===== src/sv/pcd_pkg.sv =====
// Package: shared types and codes for the page cache directory.
package pcd_pkg;
	localparam int NUM_SLOTS = 32;

	typedef enum logic [1:0] {
		MODE_LOOKUP  = 2'd0,
		MODE_RELEASE = 2'd1,
		MODE_EVICT   = 2'd2,
		MODE_NONE    = 2'd3
	} mode_t;

	typedef enum logic [2:0] {
		ST_OK           = 3'd0,
		ST_OUT_OF_PAGES = 3'd1,
		ST_BUSY         = 3'd2,
		ST_UNDERFLOW    = 3'd3,
		ST_SATURATED    = 3'd4
	} status_t;

	typedef enum logic [1:0] {
		S_IDLE = 2'd0,
		S_EXEC = 2'd1,
		S_OUT  = 2'd2
	} state_t;

	typedef struct packed {
		logic load;
		logic exec;
	} cmd_t;
endpackage


===== src/sv/pcd_ctrl.sv =====
// Controller: sequences capture, execute and result delivery.
module pcd_ctrl (
	input  logic          clk,
	input  logic          arst_n,
	input  logic          in_valid,
	output logic          in_ready,
	output logic          out_valid,
	input  logic          out_ready,
	output pcd_pkg::cmd_t cmd
);
	import pcd_pkg::*;
	state_t state_q, state_d;

	always_ff @(posedge clk or negedge arst_n) begin
		if (!arst_n) state_q <= S_IDLE;
		else state_q <= state_d;
	end

	always_comb begin
		state_d = state_q;
		in_ready = 1'b0;
		out_valid = 1'b0;
		cmd = '0;
		case (state_q)
			S_IDLE: begin
				in_ready = 1'b1;
				if (in_valid) begin
					cmd.load = 1'b1;
					state_d = S_EXEC;
				end
			end
			S_EXEC: begin
				cmd.exec = 1'b1;
				state_d = S_OUT;
			end
			S_OUT: begin
				out_valid = 1'b1;
				in_ready = out_ready;
				if (out_ready) begin
					if (in_valid) begin
						cmd.load = 1'b1;
						state_d = S_EXEC;
					end else state_d = S_IDLE;
				end
			end
			default: state_d = S_IDLE;
		endcase
	end
endmodule


===== config.mk =====
export PLATFORM = sky130hd
export DESIGN_NAME = pcd_ctrl
export DESIGN_NICKNAME = d
export VERILOG_FILES = /design/src/sv/pcd_pkg.sv /design/src/sv/pcd_ctrl.sv
export SDC_FILE = /design/constraint.sdc
export NUM_CORES = 1
export LEC_CHECK = 0
export BUFFER_PORTS_ARGS = -buffer_cell sky130_fd_sc_hd__buf_2
export CAP_MARGIN = 5
export CORE_AREA = 2 2 39 41
export CTS_CLUSTER_SIZE = 16
export DETAILED_ROUTE_END_ITERATION = 16
export DIE_AREA = 0 0 41 43
export GPL_ROUTABILITY_DRIVEN = 0
export PLACE_DENSITY = 0.33
export SETUP_SLACK_MARGIN = 0.15
export SLEW_MARGIN = 20
export SYNTH_ARGS = -nofsm -noshare
export SYNTH_HDL_FRONTEND = slang
export SYNTH_SLANG_ARGS = --single-unit

===== constraint.sdc =====
create_clock -name clk -period 0.95 [get_ports clk]
set_clock_uncertainty 0.1 [all_clocks]
set_input_delay 0.095 -clock clk [delete_from_list [all_inputs] [get_ports clk]]
set_output_delay 0.095 -clock clk [all_outputs]
set_load 0.05 [all_outputs]

Yosys cells after proc, flatten, opt, wreduce, memory -nomap -nowiden
Cells that the tools add are included.
{"block": "totals", "regBits": 2, "in_bits": 4, "word_cells": 17}
{"block": "op_classes", "n_eq_ne": 4, "n_mux": 10, "n_reduce_logical": 2}
{"operator": "2-bit one-hot mux with 3 select lines", "n": 1}
{"operator": "1-bit two-way mux", "n": 5}
{"operator": "2-bit two-way mux", "n": 2}
{"operator": "2-bit != test, second input constant", "n": 2}
{"operator": "1-bit one-hot mux with 2 select lines", "n": 2}
{"operator": "2-bit by 1-bit equality test with 1-bit output, second input constant", "n": 1}
{"operator": "2-bit equality test, second input constant", "n": 1}
{"operator": "2-bit zero test", "n": 1}
{"operator": "2-bit AND reduction", "n": 1}

Logic depth before layout (Yosys ltp)
{"block": "logic_depth", "depth_word": 3, "depth_mapped": 2, "depth_no_buf": 2}

Worst setup path after synthesis
OpenSTA, ideal clock, no wires.
{"block": "synth_path", "path_type": "register -> output", "from": "reg state_q[1]", "to": "out cmd[1] (netlist name)", "arrival_time_ns": 1.661, "required_time_ns": 0.755, "slack_ns": -0.906, "path_stages_with_launch": 3, "path_buffers": 0, "cell_sequence": "dfrtp_1 nor2b_4 nor3b_1"}
{"element": "start, declared", "line": "pcd_ctrl.sv:12", "rtl": "state_t state_q, state_d;"}
{"element": "start signal, assigned", "line": "pcd_ctrl.sv:16", "rtl": "else state_q <= state_d;"}
{"element": "end, declared", "line": "pcd_ctrl.sv:9", "rtl": "output pcd_pkg::cmd_t cmd"}

==> results.toml <==
[placement]
hpwlAfterDp_um = 215
dp.cells = 34
place_ws_ps = -208
io_buffers = 7

[synth]
post-synth-top-area-cell = "dfrtp_1"
ys_async_sr_fraction_pct = 100
yosys-top-cells-area = "dfrtp_1, nor3b_1, nor2b_4"
yosysWarnings = 0
ys.flop_type = "dfrtp_1"
syn-num-nets = 15
synthCells = 11
synth_area_um2 = 116
yosys.area.top_type_share_pct = 43.0
syn_area_per_cell_um2 = 10.6
ys_seq_elements = 2
synth_enable_flop_cells = 0
yosysSeqAreaShare_pct = 43.0
post_synth_num_cell_types = 9
ys_top_cells_by_count = "dfrtp_1, nor3b_1"

[drt]
viasPerCell = 2.90
vias = 119
ant_nets = 0
drc_errors = 0
wire_per_inst_um = 7.05
first_iter_violations = 2
first_pass_iters = 2
wl_um = 289

[cells_and_area]
drive_gt1_share_pct = 80.0
nets = 30
multi_input_area_um2 = 76.3
seq_area_um2 = 51.3
final_cells = 41
syn2layout_area_growth_pct = 135
largest_reg_flops = 2
largest-register = "state_q"
diodes = 0
top_regs = "state_q (2)"
fill_cells = 151

[worst_setup_path]
critPathMaxFanout = 3
r2r_slack_ps = -190
cpPeakStageDelay_ps = 400
setup.worst_path.start = "state_q[1]"
slowest_stage = "dfrtp_1"
worstSetupPathType = "reg2out"
r2r_start = "state_q[1]"
rr_worst_depth = 4
worstSetupEndpointType = "primary output"
path_cells = "nor2b_4 > nor3b_4 > buf_6"
crit_path_start_kind = "register"
reg2reg_to = "state_q[1]"
critPathRequiredTime_ps = 750
crit_arrival_ps = 1120
cp-endpoint = "cmd[1]"

[sta]
slew-limit-headroom_pct = 90.6
finalMaxSlewViolations = 0
finalHoldViolations = 0
fin_crit_sh_pct = 138
min_period_ps = 1310
worstMarginPinSlew_ps = 141
setup_violations = 6
setup_ws_ps = -363
rsz0062_at_grt = "yes"
fmax_ghz = 0.762

[die]
initial_core_util_pct = 8.41
io_pins = 8
core-area_um2 = 1380
rows = 14
die_w_um = 41
die_h_um = 43
die_area_um2 = 1760

[flow_run]
cap_violations = 0

[outcome]
violations = "setup timing"
status = "finished, violations left"

[min_path]
min_from = "in_valid"
hold_class = "in2reg"

[clock_tree]
cts_buffers = 3
clkTransAtPathRegs_ps = 40
cts_buffer_depth = 2
root_buffer = "clkbuf_4"
cts_tree = "yes"
cts_sinks = 2
h-tree-depth = 1
clk_latency_ps = 230

[power_and_ir_drop]
power_density_nw_per_um2 = 2280
peakVddDrop_v = 0.000645
p_leak_nw = 0.132

[grt]
grt_pass1_wl_um = 407
grt-ovfl-total = 0
grt_pass1_vias = 98
grt_use_total_pct = 4.32
antenna_found_initial = 0
grt_max_degree = 7
[cells by family (layout without fill, tap and decap cells)]
family / count (synthesis) / in the layout / synth area share (%)
compound gates: 1 / 1 / 6.45
simple gates: 6 / 6 / 40.9
flops: 2 / 2 / 43.0
buf+inv: 2 / 16 / 9.68
[per-stage QoR]
step	hold slack [ps]	instance area, µm²	TNS (ps)	utilization [%]	total power (W)
4_1_cts	45.5	267	-1560	19.3	0.000634
3_5_place_dp	-218	189	-681	13.7	0.000346
5_1_grt	44.9	274	-1710	19.8	0.000671
3_3_place_gp	-217	189	-588	13.7	0.000341
2_1_floorplan	-301	138	-561	-	0.000308
6_report	53.9	274	-1460	19.8	0.000624
[placed cells by master, fill, tap and decap left out, types with 2 or more instances in the layout]
master,n
buf_4,2
clkbuf_4,3
buf_2,3
nor2b_2,2
buf_6,5
[timing repair]
item	4_1_cts	5_1_grt
buffers inserted	1	1
pin swaps	2	1
setup endpoints to repair	6	6
resized for setup	10	0
hold buffers	1	0
endpoints found under the hold margin	2	0
[how the worst min path moves through the flow]
| stage | to | depth (start not counted) |
|---|---|---|
| after global routing | state_q[0] | 2 |
| after detailed placement | state_q[1] | 1 |
| after floorplan | state_q[0] | 0 |
| after global placement | state_q[1] | 1 |
| after CTS | state_q[0] | 2 |
| final | state_q[0] | 2 |
[final cells by class]
type / instances / area share [%]
multi-input cells: 7 / 27.9
flip-flops and latches: 2 / 18.7
well taps: 16 / 7.31
repair buffers: 11 / 35.2
inverters: 1 / 1.37
clock buffers: 4 / 9.59
[report_power, final]
group          internal [W]  switching [W]
Clock              0.000156      0.0000544
Sequential         0.000102      0.0000215
Combinational      0.000130       0.000159
[worst max-delay path, delay by kind of cell (launching register included)]
kind / cells / cell delay, ps
AND/OR/NAND/NOR: 2 / 320
flip-flops: 1 / 400
buffers and inverters: 1 / 180
[layer usage]
| layer | vias to the layer above | part of all wire (%) | global-route usage, % |
|---|---|---|---|
| met4 | 0 | 0 | 6.00 |
| li1 | 63 | - | - |
| met5 | - | 0 | 0 |
| met2 | 8 | 32 | 3.13 |
| met3 | 0 | 17 | 5.24 |
| met1 | 48 | 51 | 4.52 |
No activity file was read; power rests on OpenSTA's default activity.
